### src/design/assert_macros.svh
// Assertion macros used by the tag store RTL.
// Needs clk and rst in the including scope.
`ifndef ASSERT_MACROS_SVH
`define ASSERT_MACROS_SVH
// Checked every cycle outside reset.
`define LPB_ASSERT(name, prop) \
  name: assert property (@(posedge clk) disable iff (rst) prop) \
    else $error("tag store assertion failed");
// Checked also during reset.
`define LPB_ASSERT_ALWAYS(name, prop) \
  name: assert property (@(posedge clk) prop) \
    else $error("tag store assertion failed");
`endif

### src/design/lpbts_pkg.sv
// Package for the LRU page buffer tag store: defaults, codes and the result type.
// No dependencies.
`timescale 1ns / 1ps
package lpbts_pkg;
  localparam int SLOTS_DEF     = 16;
  localparam int PAGE_BITS_DEF = 32;
  localparam logic [4:0] CAP_RESET = 5'd16;

  localparam logic [2:0] CMD_FIND   = 3'd0;
  localparam logic [2:0] CMD_INSERT = 3'd1;
  localparam logic [2:0] CMD_DELETE = 3'd2;
  localparam logic [2:0] CMD_READ   = 3'd3;
  localparam logic [2:0] CMD_WRITE  = 3'd4;

  localparam logic [1:0] ST_OK       = 2'd0;
  localparam logic [1:0] ST_NOTFOUND = 2'd1;
  localparam logic [1:0] ST_FULL     = 2'd2;
  localparam logic [1:0] ST_BADSLOT  = 2'd3;

  typedef struct packed {
    logic [1:0] status;
    logic [3:0] result_slot;
    logic       writeback_needed;
    logic [7:0] writeback_table;
    logic [3:0] lru_slot;
    logic [4:0] occupancy;
  } res_t;
endpackage

### src/design/lpbts_ifs.sv
// Request and response channel interfaces of the tag store.
// Depends on nothing; page width is a parameter.
`timescale 1ns / 1ps
interface lpbts_req_if #(parameter int PAGE_BITS = 32);
  logic                 valid;
  logic                 ready;
  logic [2:0]           command;
  logic [7:0]           table_number;
  logic [PAGE_BITS-1:0] page_number;
  logic [3:0]           slot_handle;
  modport source (output valid, command, table_number, page_number, slot_handle,
                  input ready);
  modport sink (input valid, command, table_number, page_number, slot_handle,
                output ready);
endinterface

interface lpbts_rsp_if #(parameter int PAGE_BITS = 32);
  logic                 valid;
  logic                 ready;
  logic [1:0]           status;
  logic [3:0]           result_slot;
  logic                 writeback_needed;
  logic [7:0]           writeback_table;
  logic [PAGE_BITS-1:0] writeback_page;
  logic [3:0]           lru_slot;
  logic [4:0]           occupancy;
  modport source (output valid, status, result_slot, writeback_needed, writeback_table,
                  writeback_page, lru_slot, occupancy, input ready);
  modport sink (input valid, status, result_slot, writeback_needed, writeback_table,
                writeback_page, lru_slot, occupancy, output ready);
endinterface

### src/design/lru_page_buffer_tag_store.sv
// LRU page buffer tag store. Each command takes one pass over the tag RAM, one
// slot a cycle. Find, insert and failed commands go straight to the pass;
// delete and touches first read their slot. After the pass the result is
// registered into the output register. A result still held in the output
// register stalls the sequencer. The next command is taken once the result sits
// in the output register.
`timescale 1ns / 1ps
`include "assert_macros.svh"
module lru_page_buffer_tag_store import lpbts_pkg::*; #(
  parameter int SLOTS     = SLOTS_DEF,
  parameter int PAGE_BITS = PAGE_BITS_DEF
) (
  input  logic       clk,
  input  logic       rst,
  lpbts_req_if.sink  req,
  lpbts_rsp_if.source rsp,
  input  logic       cfg_we,
  input  logic [4:0] cfg_wdata
);
  localparam int SB = $clog2(SLOTS);
  localparam int W  = 1 + SB + 8 + PAGE_BITS;

  logic [4:0]           cap;
  logic                 ram_we;
  logic [SB-1:0]        ram_waddr;
  logic [W-1:0]         ram_wdata;
  logic [SB-1:0]        ram_raddr;
  logic [W-1:0]         ram_rdata;
  logic                 res_valid;
  res_t                 res;
  logic [PAGE_BITS-1:0] res_page;
  logic                 res_take;

  always_ff @(posedge clk) begin
    if (rst) begin
      cap <= CAP_RESET;
    end else if (cfg_we) begin
      cap <= cfg_wdata;
    end
  end

  lpbts_ctrl #(.SLOTS(SLOTS), .PAGE_BITS(PAGE_BITS)) u_ctrl (
    .clk, .rst, .req, .cap,
    .ram_we, .ram_waddr, .ram_wdata, .ram_raddr, .ram_rdata,
    .res_valid, .res, .res_page, .res_take
  );

  lpbts_ram #(.WIDTH(W), .DEPTH(SLOTS)) u_ram (
    .clk, .we(ram_we), .waddr(ram_waddr), .wdata(ram_wdata),
    .raddr(ram_raddr), .rdata(ram_rdata)
  );

  assign res_take = res_valid && (!rsp.valid || rsp.ready);

  always_ff @(posedge clk) begin
    if (rst) begin
      rsp.valid <= 1'b0;
    end else if (res_take) begin
      rsp.valid <= 1'b1;
    end else if (rsp.ready) begin
      rsp.valid <= 1'b0;
    end
  end

  always_ff @(posedge clk) begin
    if (res_take) begin
      rsp.status           <= res.status;
      rsp.result_slot      <= res.result_slot;
      rsp.writeback_needed <= res.writeback_needed;
      rsp.writeback_table  <= res.writeback_table;
      rsp.writeback_page   <= res_page;
      rsp.lru_slot         <= res.lru_slot;
      rsp.occupancy        <= res.occupancy;
    end
  end

  `LPB_ASSERT(a_occ_bound, rsp.valid |-> (32'(rsp.occupancy) <= SLOTS))
  `LPB_ASSERT(a_one_in_flight, (req.valid && req.ready) |=> !req.ready)
  `LPB_ASSERT(a_wb_only_ok, (rsp.valid && rsp.writeback_needed) |-> (rsp.status == ST_OK))
  `LPB_ASSERT_ALWAYS(a_reset_idle, rst |=> !rsp.valid)
endmodule

### src/design/lpbts_ram.sv
// Generic simple dual-port RAM, one write and one registered read port.
// No dependencies.
`timescale 1ns / 1ps
module lpbts_ram #(
  parameter int WIDTH = 8,
  parameter int DEPTH = 16
) (
  input  logic                     clk,
  input  logic                     we,
  input  logic [$clog2(DEPTH)-1:0] waddr,
  input  logic [WIDTH-1:0]         wdata,
  input  logic [$clog2(DEPTH)-1:0] raddr,
  output logic [WIDTH-1:0]         rdata
);
  logic [WIDTH-1:0] mem [DEPTH];

  always_ff @(posedge clk) begin
    if (we) begin
      mem[waddr] <= wdata;
    end
    rdata <= mem[raddr];
  end
endmodule

### src/design/lpbts_ctrl.sv
// Command sequencer: pre-read of the addressed slot for delete and touches, then one pass over the
// tag RAM that matches keys, moves ranks and finds the LRU slot.
// Depends on lpbts_pkg and lpbts_req_if.
`timescale 1ns / 1ps
module lpbts_ctrl import lpbts_pkg::*; #(
  parameter int SLOTS     = SLOTS_DEF,
  parameter int PAGE_BITS = PAGE_BITS_DEF,
  localparam int SB = $clog2(SLOTS),
  localparam int CW = $clog2(SLOTS + 1),
  localparam int W  = 1 + SB + 8 + PAGE_BITS
) (
  input  logic                 clk,
  input  logic                 rst,
  lpbts_req_if.sink            req,
  input  logic [4:0]           cap,
  output logic                 ram_we,
  output logic [SB-1:0]        ram_waddr,
  output logic [W-1:0]         ram_wdata,
  output logic [SB-1:0]        ram_raddr,
  input  logic [W-1:0]         ram_rdata,
  output logic                 res_valid,
  output res_t                 res,
  output logic [PAGE_BITS-1:0] res_page,
  input  logic                 res_take
);
  typedef enum logic [5:0] {
    S_IDLE = 6'b000001,
    S_PRE  = 6'b000010,
    S_PRW  = 6'b000100,
    S_SCAN = 6'b001000,
    S_FIN  = 6'b010000,
    S_DONE = 6'b100000
  } state_t;

  localparam logic [SB:0] SLOTS_C = (SB + 1)'(SLOTS);
  localparam logic [SB-1:0] LAST = SB'(SLOTS - 1);

  state_t               state;
  logic [2:0]           cmd;
  logic                 act;
  logic [7:0]           key_tbl;
  logic [PAGE_BITS-1:0] key_pg;
  logic [SB-1:0]        h;
  logic [1:0]           status;
  logic [SB-1:0]        rslot;
  logic                 hit;
  logic                 got;
  logic [SB-1:0]        best;
  logic [SB-1:0]        r;
  logic                 wb;
  logic [7:0]           wbt;
  logic [PAGE_BITS-1:0] wbp;
  logic [CW-1:0]        occ;
  logic [CW-1:0]        occ_new;
  logic [SB-1:0]        lru;
  logic [SB:0]          rcnt;
  logic                 pv;
  logic [SB-1:0]        pidx;
  logic [SLOTS-1:0]     valid;

  logic [SB-1:0]        h_idx;
  logic                 h_ok;
  logic                 ins_ok;
  logic                 rd_dirty;
  logic [SB-1:0]        rd_rank;
  logic [7:0]           rd_tbl;
  logic [PAGE_BITS-1:0] rd_pg;
  logic                 e_v;
  logic                 e_keep;
  logic [SB-1:0]        new_rank;
  logic                 new_dirty;
  logic                 p_we;

  assign h_idx  = SB'(req.slot_handle);
  assign h_ok   = (32'(req.slot_handle) < SLOTS) && valid[h_idx];
  assign ins_ok = (32'(occ) < 32'(cap)) && (32'(occ) < SLOTS);
  assign req.ready = (state == S_IDLE);

  assign rd_pg    = ram_rdata[PAGE_BITS-1:0];
  assign rd_tbl   = ram_rdata[PAGE_BITS +: 8];
  assign rd_rank  = ram_rdata[PAGE_BITS+8 +: SB];
  assign rd_dirty = ram_rdata[W-1];
  assign e_v      = valid[pidx];

  always_comb begin
    new_rank  = rd_rank;
    new_dirty = rd_dirty;
    p_we      = 1'b0;
    e_keep    = e_v;
    if (act) begin
      case (cmd)
        CMD_INSERT: begin
          if (e_v) begin
            new_rank = rd_rank + 1'b1;
            p_we     = 1'b1;
          end
        end
        CMD_DELETE: begin
          if (pidx == h) begin
            e_keep = 1'b0;
          end else if (e_v && rd_rank > r) begin
            new_rank = rd_rank - 1'b1;
            p_we     = 1'b1;
          end
        end
        CMD_READ, CMD_WRITE: begin
          if (pidx == h) begin
            new_rank  = '0;
            new_dirty = rd_dirty | (cmd == CMD_WRITE);
            p_we      = 1'b1;
          end else if (e_v && rd_rank < r) begin
            new_rank = rd_rank + 1'b1;
            p_we     = 1'b1;
          end
        end
        default: begin
        end
      endcase
    end
  end

  always_comb begin
    ram_raddr = (state == S_PRE) ? h : rcnt[SB-1:0];
    if (state == S_FIN) begin
      ram_we    = act && (cmd == CMD_INSERT);
      ram_waddr = rslot;
      ram_wdata = {1'b0, SB'(0), key_tbl, key_pg};
    end else begin
      ram_we    = (state == S_SCAN) && pv && p_we;
      ram_waddr = pidx;
      ram_wdata = {new_dirty, new_rank, rd_tbl, rd_pg};
    end
  end

  always_ff @(posedge clk) begin
    if (rst) begin
      state <= S_IDLE;
      valid <= '0;
      occ   <= '0;
      pv    <= 1'b0;
      rcnt  <= '0;
    end else begin
      case (state)
        S_IDLE: begin
          if (req.valid) begin
            cmd     <= req.command;
            key_tbl <= req.table_number;
            key_pg  <= req.page_number;
            h       <= h_idx;
            hit     <= 1'b0;
            got     <= 1'b0;
            best    <= '0;
            rslot   <= '0;
            lru     <= '0;
            wb      <= 1'b0;
            wbt     <= '0;
            wbp     <= '0;
            rcnt    <= '0;
            pv      <= 1'b0;
            occ_new <= occ;
            status  <= ST_OK;
            act     <= 1'b0;
            state   <= S_SCAN;
            case (req.command)
              CMD_FIND: act <= 1'b1;
              CMD_INSERT: begin
                if (ins_ok) begin
                  act     <= 1'b1;
                  occ_new <= CW'(occ + 1'b1);
                end else begin
                  status <= ST_FULL;
                end
              end
              CMD_DELETE, CMD_READ, CMD_WRITE: begin
                if (h_ok) begin
                  act   <= 1'b1;
                  state <= S_PRE;
                  if (req.command == CMD_DELETE) begin
                    occ_new <= CW'(occ - 1'b1);
                  end
                end else begin
                  status <= ST_BADSLOT;
                end
              end
              default: begin
              end
            endcase
          end
        end
        S_PRE: state <= S_PRW;
        S_PRW: begin
          r <= rd_rank;
          if (cmd == CMD_DELETE && rd_dirty) begin
            wb  <= 1'b1;
            wbt <= rd_tbl;
            wbp <= rd_pg;
          end
          state <= S_SCAN;
        end
        S_SCAN: begin
          if (rcnt != SLOTS_C) begin
            rcnt <= rcnt + 1'b1;
            pidx <= rcnt[SB-1:0];
            pv   <= 1'b1;
          end else begin
            pv <= 1'b0;
          end
          if (pv) begin
            if (act && cmd == CMD_FIND && e_v && rd_tbl == key_tbl && rd_pg == key_pg
                && (!hit || rd_rank < best)) begin
              hit   <= 1'b1;
              best  <= rd_rank;
              rslot <= pidx;
            end
            if (act && cmd == CMD_INSERT && !e_v && !got) begin
              got   <= 1'b1;
              rslot <= pidx;
            end
            if (act && cmd == CMD_DELETE && pidx == h) begin
              valid[pidx] <= 1'b0;
            end
            if (e_keep && occ_new != '0 && CW'(new_rank) == CW'(occ_new - 1'b1)) begin
              lru <= pidx;
            end
            if (pidx == LAST) begin
              state <= S_FIN;
            end
          end
        end
        S_FIN: begin
          occ <= occ_new;
          if (act && cmd == CMD_FIND && !hit) begin
            status <= ST_NOTFOUND;
          end
          if (act && cmd == CMD_INSERT) begin
            valid[rslot] <= 1'b1;
            if (occ_new == CW'(1)) begin
              lru <= rslot;
            end
          end
          state <= S_DONE;
        end
        S_DONE: begin
          if (res_take) begin
            state <= S_IDLE;
          end
        end
        default: state <= S_IDLE;
      endcase
    end
  end

  assign res_valid = (state == S_DONE);
  assign res_page  = wbp;
  always_comb begin
    res.status           = status;
    res.result_slot      = 4'(rslot);
    res.writeback_needed = wb;
    res.writeback_table  = wbt;
    res.lru_slot         = 4'(lru);
    res.occupancy        = 5'(occ);
  end
endmodule
### src/flat_wrapper.sv
// flat-port wrapper written by rule: the top's interface ports become plain ports
module lru_page_buffer_tag_store_flat import lpbts_pkg::*;
#(
  parameter int SLOTS     = SLOTS_DEF,
  parameter int PAGE_BITS = PAGE_BITS_DEF
)
  (clk, rst, cfg_we, cfg_wdata, req_valid, req_command, req_table_number, req_page_number, req_slot_handle, req_ready, rsp_valid, rsp_status, rsp_result_slot, rsp_writeback_needed, rsp_writeback_table, rsp_writeback_page, rsp_lru_slot, rsp_occupancy, rsp_ready);
  lpbts_req_if #(.PAGE_BITS(PAGE_BITS)) req_i ();
  lpbts_rsp_if #(.PAGE_BITS(PAGE_BITS)) rsp_i ();
  input  logic clk;
  input  logic rst;
  input  logic cfg_we;
  input  logic [4:0] cfg_wdata;
  input wire logic [$bits(req_i.valid)-1:0] req_valid;
  input wire logic [$bits(req_i.command)-1:0] req_command;
  input wire logic [$bits(req_i.table_number)-1:0] req_table_number;
  input wire logic [$bits(req_i.page_number)-1:0] req_page_number;
  input wire logic [$bits(req_i.slot_handle)-1:0] req_slot_handle;
  output wire logic [$bits(req_i.ready)-1:0] req_ready;
  output wire logic [$bits(rsp_i.valid)-1:0] rsp_valid;
  output wire logic [$bits(rsp_i.status)-1:0] rsp_status;
  output wire logic [$bits(rsp_i.result_slot)-1:0] rsp_result_slot;
  output wire logic [$bits(rsp_i.writeback_needed)-1:0] rsp_writeback_needed;
  output wire logic [$bits(rsp_i.writeback_table)-1:0] rsp_writeback_table;
  output wire logic [$bits(rsp_i.writeback_page)-1:0] rsp_writeback_page;
  output wire logic [$bits(rsp_i.lru_slot)-1:0] rsp_lru_slot;
  output wire logic [$bits(rsp_i.occupancy)-1:0] rsp_occupancy;
  input wire logic [$bits(rsp_i.ready)-1:0] rsp_ready;
  assign req_i.valid = req_valid;
  assign req_i.command = req_command;
  assign req_i.table_number = req_table_number;
  assign req_i.page_number = req_page_number;
  assign req_i.slot_handle = req_slot_handle;
  assign req_ready = req_i.ready;
  assign rsp_valid = rsp_i.valid;
  assign rsp_status = rsp_i.status;
  assign rsp_result_slot = rsp_i.result_slot;
  assign rsp_writeback_needed = rsp_i.writeback_needed;
  assign rsp_writeback_table = rsp_i.writeback_table;
  assign rsp_writeback_page = rsp_i.writeback_page;
  assign rsp_lru_slot = rsp_i.lru_slot;
  assign rsp_occupancy = rsp_i.occupancy;
  assign rsp_i.ready = rsp_ready;
  lru_page_buffer_tag_store #(.SLOTS(SLOTS), .PAGE_BITS(PAGE_BITS)) u_core (.clk(clk), .rst(rst), .req(req_i), .rsp(rsp_i), .cfg_we(cfg_we), .cfg_wdata(cfg_wdata));
endmodule
### config.mk
export PLATFORM = sky130hd
export DESIGN_NAME = lru_page_buffer_tag_store_flat
export DESIGN_NICKNAME = d
export VERILOG_FILES = /design/src/design/lpbts_pkg.sv /design/src/design/lpbts_ifs.sv /design/src/design/lru_page_buffer_tag_store.sv /design/src/design/lpbts_ram.sv /design/src/design/lpbts_ctrl.sv /design/src/flat_wrapper.sv
export VERILOG_INCLUDE_DIRS = /design/src /design/src/design
export SDC_FILE = /design/constraint.sdc
export NUM_CORES = 1
export LEC_CHECK = 0
export BUFFER_PORTS_ARGS = -buffer_cell sky130_fd_sc_hd__buf_2
export CAP_MARGIN = 20
export CELL_PAD_IN_SITES_DETAIL_PLACEMENT = 0
export CELL_PAD_IN_SITES_GLOBAL_PLACEMENT = 1
export CORE_MARGIN = 3
export CORE_UTILIZATION = 56
export DETAILED_ROUTE_END_ITERATION = 6
export PLACE_DENSITY = 0.84
export SLEW_MARGIN = 30
export SYNTH_ARGS = -nofsm -noshare
export SYNTH_HDL_FRONTEND = slang
export SYNTH_SLANG_ARGS = --single-unit
### constraint.sdc
create_clock -name clk -period 13.7 [get_ports clk]
set_clock_uncertainty 0.1 [all_clocks]
set_input_delay 2.74 -clock clk [delete_from_list [all_inputs] [get_ports clk]]
set_output_delay 2.74 -clock clk [all_outputs]
set_load 0.005 [all_outputs]
# Word-level counts from Yosys, hierarchy flattened
# Memories as Yosys holds them, arrays and structs flattened. A register that Yosys moved wholly into a read port is not among the register bits.
# Index checks and enable logic that the tools add are counted.
[totals]
register_bits = 213
mem_bits_ro = 0
input_bits = 57
ramBits = 720
n_memories = 1
output_inout_bits = 58
latchBits = 0
elab_cells = 233
[mem_list]
columns = ["memory", "words", "word_bits", "rd", "rd_ports_with_merged_regs", "wr", "line_no", "rtl"]
rows = [
  ["u_core.u_ram.mem", 16, 45, 1, 1, 1, "lpbts_ram.sv:15", "logic [WIDTH-1:0] mem [DEPTH];"],
]
[classes]
add_sub_neg = 6
n_mux = 93
multipliers = 0
bitwise_logic = 5
n_reduce_logical = 52
n_div = 0
eq_ne = 35
shift = 0
n_lt_le_gt_ge = 10
[ops]
columns = ["op", "n"]
rows = [
  ["two-way mux 4 bit", 20],
  ["two-way mux 32 bit", 2],
  ["one-hot mux 32 bit (2 select lines)", 1],
  ["two-way mux 16 bit", 3],
  ["two-way mux 45 bit", 1],
  ["one-hot mux 6 bit (6 select lines)", 1],
  ["== test 32 bit", 1],
  ["one-hot mux 16 bit (2 select lines)", 1],
  ["two-way mux 1 bit", 30],
  ["two-way mux 5 bit", 5],
  ["two-way mux 6 bit", 4],
  ["one-hot mux 4 bit (3 select lines)", 2],
  ["logical AND 1 bit", 22],
  ["one-hot mux 5 bit (2 select lines)", 2],
  ["!= test 2 x 1 -> 1 bit (second input constant)", 9],
  ["bitwise AND 16 bit", 1],
  ["two-way mux 8 bit", 2],
  ["inverter 16 bit", 1],
  ["bitwise OR 16 bit", 1],
  ["one-hot mux 4 bit (2 select lines)", 2],
  ["one-hot mux 8 bit (2 select lines)", 1],
  ["AND reduction 4 bit", 4],
  ["< comparator 4 x 5 -> 1 bit (second input constant)", 3],
  ["AND reduction 5 bit", 3],
  ["other kinds (45)", 79],
]

# Logic depth before layout (Yosys ltp)
[logic_depth]
word_depth = 12
ltp_mapped = 12
ltp_nobuf = 11

# By module
# From an unflattened synthesis, not the netlist that was laid out.
[unflattened]
cells_unflattened = 2022
area_unflattened_um2 = 38121.6
[modules_own_cells]
columns = ["mod", "seq_area_each_um2", "n_inst", "area_each_um2", "cells_per_inst"]
rows = [
  ["lpbts_ram", 22521.6, 1, 28222.1, 1166],
  ["lpbts_ctrl", 4204.0, 1, 7992.7, 779],
  ["lru_page_buffer_tag_store", 1801.7, 1, 1906.8, 77],
]

# Worst setup path before layout
# OpenSTA, ideal clock, no wires.
[synth_path]
path_type = "input to register"
start = "in rsp_ready"
end = "reg u_core.rsp.lru_slot[0] (netlist bit), enable pin"
setup_time_ns = 0.476
path_buffers = 0
required_ns = 13.124
t_arrival_ns = 5.371
path_stages = 2
path_slack_ns = 7.753
path_cell_list = "nand2b_1 nor2b_1"
[synth_between]
elab_chain_len = 2
[synth_rtl]
columns = ["item", "line_no", "rtl"]
rows = [
  ["start: declaration", "flat_wrapper.sv:28", "input wire logic [$bits(rsp_i.ready)-1:0] rsp_ready;"],
  ["logical OR 1 bit", "lru_page_buffer_tag_store.sv:53", "assign res_take = res_valid && (!rsp.valid || rsp.ready);"],
  ["logical AND 1 bit", "lru_page_buffer_tag_store.sv:53", ""],
  ["named net u_core.res_take", "lru_page_buffer_tag_store.sv:32", "logic res_take;"],
  ["end: declaration", "lpbts_ifs.sv:28", "writeback_page, lru_slot, occupancy, input ready);"],
]
# The timed path passes the listed nets, and every way through them passes these cells.
# A chain may end at the register's enable or synchronous reset.

# Worst setup path in the final report
[layout_path]
start = "reg u_core.u_ctrl.state[1]"
end = "out req_ready"
[layout_between]
elab_chain_len = 1
[layout_rtl]
columns = ["item", "line_no", "rtl"]
rows = [
  ["start: declaration", "lpbts_ctrl.sv:38", "state_t state;"],
  ["start signal: assignment", "lpbts_ctrl.sv:137", "state <= S_IDLE;"],
  ["start signal: assignment", "lpbts_ctrl.sv:163", "state <= S_SCAN;"],
  ["start signal: assignment", "lpbts_ctrl.sv:177", "state <= S_PRE;"],
  ["== test 6 x 1 -> 1 bit", "lpbts_ctrl.sv:77", "assign req.ready = (state == S_IDLE);"],
  ["end: declaration", "flat_wrapper.sv:19", "output wire logic [$bits(req_i.ready)-1:0] req_ready;"],
]
# Every way passes these cells.

==> tab_implementation.tex <==
\begin{tabular}{lr}
\hline
Metric & Value \\
\hline
\multicolumn{2}{l}{\textbf{Timing}} \\
\quad Max Fclk & 203.0 MHz \\
\quad Finish-stage setup viols & 0 \\
\quad Setup repair after global routing missed its margin & false \\
\quad Final Hold Violating Endpoints & 0 \\
\quad Tightest slew margin relative to the limit & around 32\% \\
\quad Worst-margin pin slew & 1018 ps \\
\quad Total Neg Setup Slack & 0 ps \\
\quad Final Max Tran Viols & 0 \\
\quad Portion of the clock cycle consumed by the worst path in the final layout & 35.96\% \\
\quad Min cycle time layout & roughly 4900 ps \\
\multicolumn{2}{l}{\textbf{Die}} \\
\quad Initial core utilization & 56.85\% \\
\quad Chip Height & approximately 270 um \\
\quad Die X & 270.6 um \\
\quad Cell row count & 96 \\
\quad Boundary Pins & approximately 120 \\
\quad Die Outline Area & 0.07320 mm2 \\
\quad Floorplan Core Area & about 0.069 mm2 \\
\multicolumn{2}{l}{\textbf{Yosys}} \\
\quad Share of the yosys chip area belonging to registers & 72.79\% \\
\quad Most used DFF post-synth & edfxtp\_1 \\
\quad Xor and xnor area share after synthesis & 1.296\% \\
\quad Unique masters post-synth & 70 \\
\quad Number of flops mapped to enable cells by yosys & $\sim$900 \\
\quad Share of the synthesized area in compound gates (AO/OA/AOI/OAI) & 11.05\% \\
\quad Area share of fa/ha/maj cells after synthesis & less than 1\% \\
\quad Post-synthesis mux area share & less than 1\% \\
\quad Main combinational cell family by area after synthesis & simple AND/OR/NAND/NOR gates \\
\quad Number of standard cells after synthesis & between 2000 and 3000 \\
\quad Post-synth ARST share & 0\% \\
\quad Synth Area in Simple Gates & 11.16\% \\
\quad Total of flip-flops plus latches after synthesis & between 900 and 1000 \\
\quad Net Count, Synth & approximately 2900 \\
\quad Yosys synthesis warning count & 0 \\
\quad Post-synth design cell area & 0.03919 mm2 \\
\quad Mean Syn Cell Area & 13.82 um2 \\
\multicolumn{2}{l}{\textbf{Worst setup path}} \\
\quad Critical R2R Capture & u\_core.u\_ram.mem[12][0] \\
\quad Worst endpoint data arrival time & roughly 2100 ps \\
\quad Critical Setup Path Class & reg2out \\
\quad Worst-path maximum fanout & 6 \\
\quad Worst R2R Path Depth & 10 \\
\quad Crit start category & register \\
\quad Register-to-register setup slack & 9030 ps \\
\quad Kind of end point of the critical path & output port \\
\quad Beginning of the worst register-to-register path & u\_core.u\_ctrl.pidx[0] \\
\quad Cell breakdown of the critical path & nor2\_1 > nand2\_1 > nor3b\_1 > buf\_2 \\
\quad Cell with the largest stage delay on the worst path & nor3b\_1 \\
\quad Data required, critical path & between 10000 and 15000 ps \\
\quad Largest stage delay on the critical path & 560 ps \\
\multicolumn{2}{l}{\textbf{Drt}} \\
\quad Antenna Violating Nets Remaining & 0 \\
\quad DRC violations left & 0 \\
\quad Initial DRC count & around 2600 \\
\quad Total iterations of the first detailed-routing run & 5 \\
\quad Via total after detailed routing & 23950 \\
\quad Detailed-route vias per instance & 6.115 \\
\quad Average detailed-routed wire length per instance & approximately 24 um \\
\quad WL final & 95260 um \\
\multicolumn{2}{l}{\textbf{Clock network}} \\
\quad CTS Root Buffer Type & clkbuf\_16 \\
\quad Clock transition at the registers of the reported paths & 60 ps \\
\quad Number of resized instances in the post-cts repair step & 0 \\
\quad \# H-tree levels & 3 \\
\quad Clock latency on the worst-skew pair & 640 ps \\
\quad Worst-case clock buffer depth & 3 \\
\quad Number of buffers inserted to repair setup after CTS & 0 \\
\quad Clock buffer count from CTS & 95 \\
\quad Sinks on Clock Net & 978 \\
\quad Hold bufs inserted after CTS & 0 \\
\quad TritonCTS clock tree & done \\
\multicolumn{2}{l}{\textbf{GRT}} \\
\quad Global Route Usage Sum & 25.66\% \\
\quad First-pass GRT wire length & between 100000 and 150000 um \\
\quad Grt total ovfl & 0 \\
\quad Pin count of the biggest net entering global routing & 255 \\
\quad Vias in the first global route & roughly 23000 \\
\quad Number of antenna violations at the first check in global routing & 1 \\
\multicolumn{2}{l}{\textbf{Layout}} \\
\quad Leading cell types in the layout, fill and taps excluded & 894 x edfxtp\_1, 528 x nand2\_1, 235 x a211oi\_1, 171 x and2\_1, 125 x a21oi\_1 \\
\quad Cell area after layout & 0.04386 mm2 \\
\quad Proportion of layout cells with a drive suffix above 1 & 11.62\% \\
\quad Sequential cell area & 0.02853 mm2 \\
\quad Most common cell after layout, fill and taps aside & edfxtp\_1 \\
\quad Layout fillers & between 5000 and 6000 \\
\quad Number of antenna diodes & 0 \\
\quad Area growth from synthesis to layout & 11.91\% \\
\quad Area of the multi-input gates & 0.009982 mm2 \\
\quad Total number of nets in the final design & 2984 \\
\multicolumn{2}{l}{\textbf{Worst hold path}} \\
\quad HP Class & reg2reg \\
\quad Min-Delay Endpoint & u\_core.rsp.writeback\_page[3] \\
\quad Number of instances on the worst hold path & 0 \\
\quad Startpoint of the most critical hold path & u\_core.u\_ctrl.res\_page[3] \\
\multicolumn{2}{l}{\textbf{Pwr}} \\
\quad Areal power density over the cells & 145.9 mW/mm2 \\
\quad Portion of total power attributed to combinational logic & 5.6\% \\
\quad Switching power & around 1.4 mW \\
\quad Clock power share & 41.0\% \\
\quad Static leakage & 14.66 nW \\
\quad Total power & 6.398 mW \\
\quad Seq pwr share & a little over half \\
\quad Sw frac & 21.56\% \\
\quad Cell internal power dissipation & 5.019 mW \\
\quad IR Drop Worst-Case VDD & 0.1023 mV \\
\multicolumn{2}{l}{\textbf{Placement}} \\
\quad Port Buf Inserts & between 100 and 150 \\
\quad Half-perimeter wire length after placement & 49350 um \\
\quad Final estimated routing congestion in global placement & $\sim$0.9 \\
\quad Cell area reported after detailed placement & 0.04064 mm2 \\
\multicolumn{2}{l}{\textbf{Run}} \\
\quad Maximum capacitance violations & 0 \\
\multicolumn{2}{l}{\textbf{Status}} \\
\quad Status & complete, no violations \\
\hline
\end{tabular}
-- critical path, delay by kind of cell, from the launching register on --
| kind | cells | cell delay (ps) |
|---|---|---|
| flip-flops | 1 | 340 |
| buffers and inverters | 1 | 230 |
| AND/OR/NAND/NOR | 3 | 880 |
-- logic make-up (layout without fill, tap and decap cells) --
family	after synthesis	count (layout)
buffers and inverters	201	350
AOI/OAI and AO/OA	622	622
xor gates and xnor gates	58	58
and+or+nand+nor	935	935
adders and majority gates	19	19
DFF	978	978
muxes	24	24
-- cell usage after synthesis (4+ instances only) --
library cell | number | area, um2
edfxtp_1 | 894 | 26850
nand2_1 | 528 | 1982
a211oi_1 | 235 | 1764
and2_1 | 171 | 1070
a21oi_1 | 128 | 640.6
clkbuf_1 | 121 | 454.2
a31oi_1 | 98 | 613.1
a311oi_1 | 91 | 797.0
dfxtp_1 | 84 | 1682
nor2_1 | 71 | 266.5
and2_0 | 61 | 381.6
buf_2 | 43 | 215.2
xor2_1 | 31 | 271.5
xnor2_1 | 27 | 236.5
o21ai_0 | 23 | 115.1
inv_1 | 22 | 82.58
ha_1 | 19 | 237.7
nor2b_1 | 17 | 106.4
nand3_1 | 16 | 80.08
nor3_1 | 14 | 70.07
a21o_1 | 13 | 97.59
nand4_1 | 11 | 68.82
mux2i_1 | 9 | 90.09
nor4_1 | 9 | 56.30
buf_6 | 8 | 90.09
nand2b_1 | 7 | 43.79
mux2_2 | 6 | 67.56
buf_1 | 5 | 18.77
mux4_2 | 5 | 112.6
nor3b_1 | 5 | 37.54
a211o_1 | 4 | 35.03
or3_1 | 4 | 25.02
-- how the worst max path moves through the flow --
stage | start | to | slack, ps | cells after the start
2_1_floorplan | rsp_ready | u_core.rsp.lru_slot[0] | 7750 | 2
3_3_place_gp | req_slot_handle[0] | u_core.u_ctrl.occ_new[2] | 8580 | 8
3_5_place_dp | req_slot_handle[0] | u_core.u_ctrl.occ_new[2] | 8560 | 8
4_1_cts | u_core.u_ctrl.state[2] | req_ready | 8700 | 4
5_1_grt | u_core.u_ctrl.state[2] | req_ready | 8580 | 4
6_report | u_core.u_ctrl.state[1] | req_ready | 8770 | 4
-- registers in the layout (all words and copies together) (netlist names), 5 cells and up --
| name | count |
|---|---|
| u_core.rsp.writeback_page | 32 |
| u_core.rsp.writeback_table | 8 |
| u_core.u_ctrl.wbt | 8 |
| u_core.u_ctrl.res_page | 32 |
| u_core.u_ctrl.state | 6 |
| u_core.u_ctrl.key_tbl | 8 |
| u_core.rsp.occupancy | 5 |
| u_core.u_ctrl.key_pg | 32 |
| u_core.u_ctrl.occ_new | 5 |
| u_core.cap | 5 |
| u_core.u_ctrl.occ | 5 |
| u_core.u_ram.rdata | 45 |
| u_core.u_ctrl.valid | 16 |
| u_core.u_ram.mem | 720 |
| u_core.u_ctrl.rcnt | 5 |
-- through the flow --
step,util (%),worst slack [ps],hold WS (ps),std cells
2_1_floorplan,-,7753,300.3,2837
3_3_place_gp,58.89,8582,302.3,3739
3_5_place_dp,58.94,8563,305.4,3740
4_1_cts,63.50,8698,319.4,3915
5_1_grt,63.62,8584,323.9,3917
6_report,63.62,8773,317.0,3917
-- layout make-up --
type                       count  share of cell area, %
clock inverter                43                  1.152
timing repair buffer         153                  2.194
tap                          931                  2.656
clock buffer                 132                  6.016
inverter                      22                 0.1883
sequential                   978                  65.04
multi-input combinational   1658                  22.76
-- layer usage --
layer / part of all wire (%) / GRT usage (%) / wire (um)
met5: 0.013 / 0 / 12
met4: 2.6 / 8.504 / 2498
met3: 8.5 / 4.124 / 8127
met2: 48 / 41.59 / 45930
met1: 41 / 35.89 / 38690
-- power groups by stage --
stage / registers, mW / clock network [mW] / logic (mW)
detailed placement: 3.48 / 0 / 0.353
global route: 3.42 / 2.78 / 0.393
floorplan: 3.45 / 0 / 0.234
global placement: 3.48 / 0 / 0.341
finish: 3.42 / 2.62 / 0.359
CTS: 3.42 / 2.66 / 0.355
No activity file was read; power rests on OpenSTA's default activity.
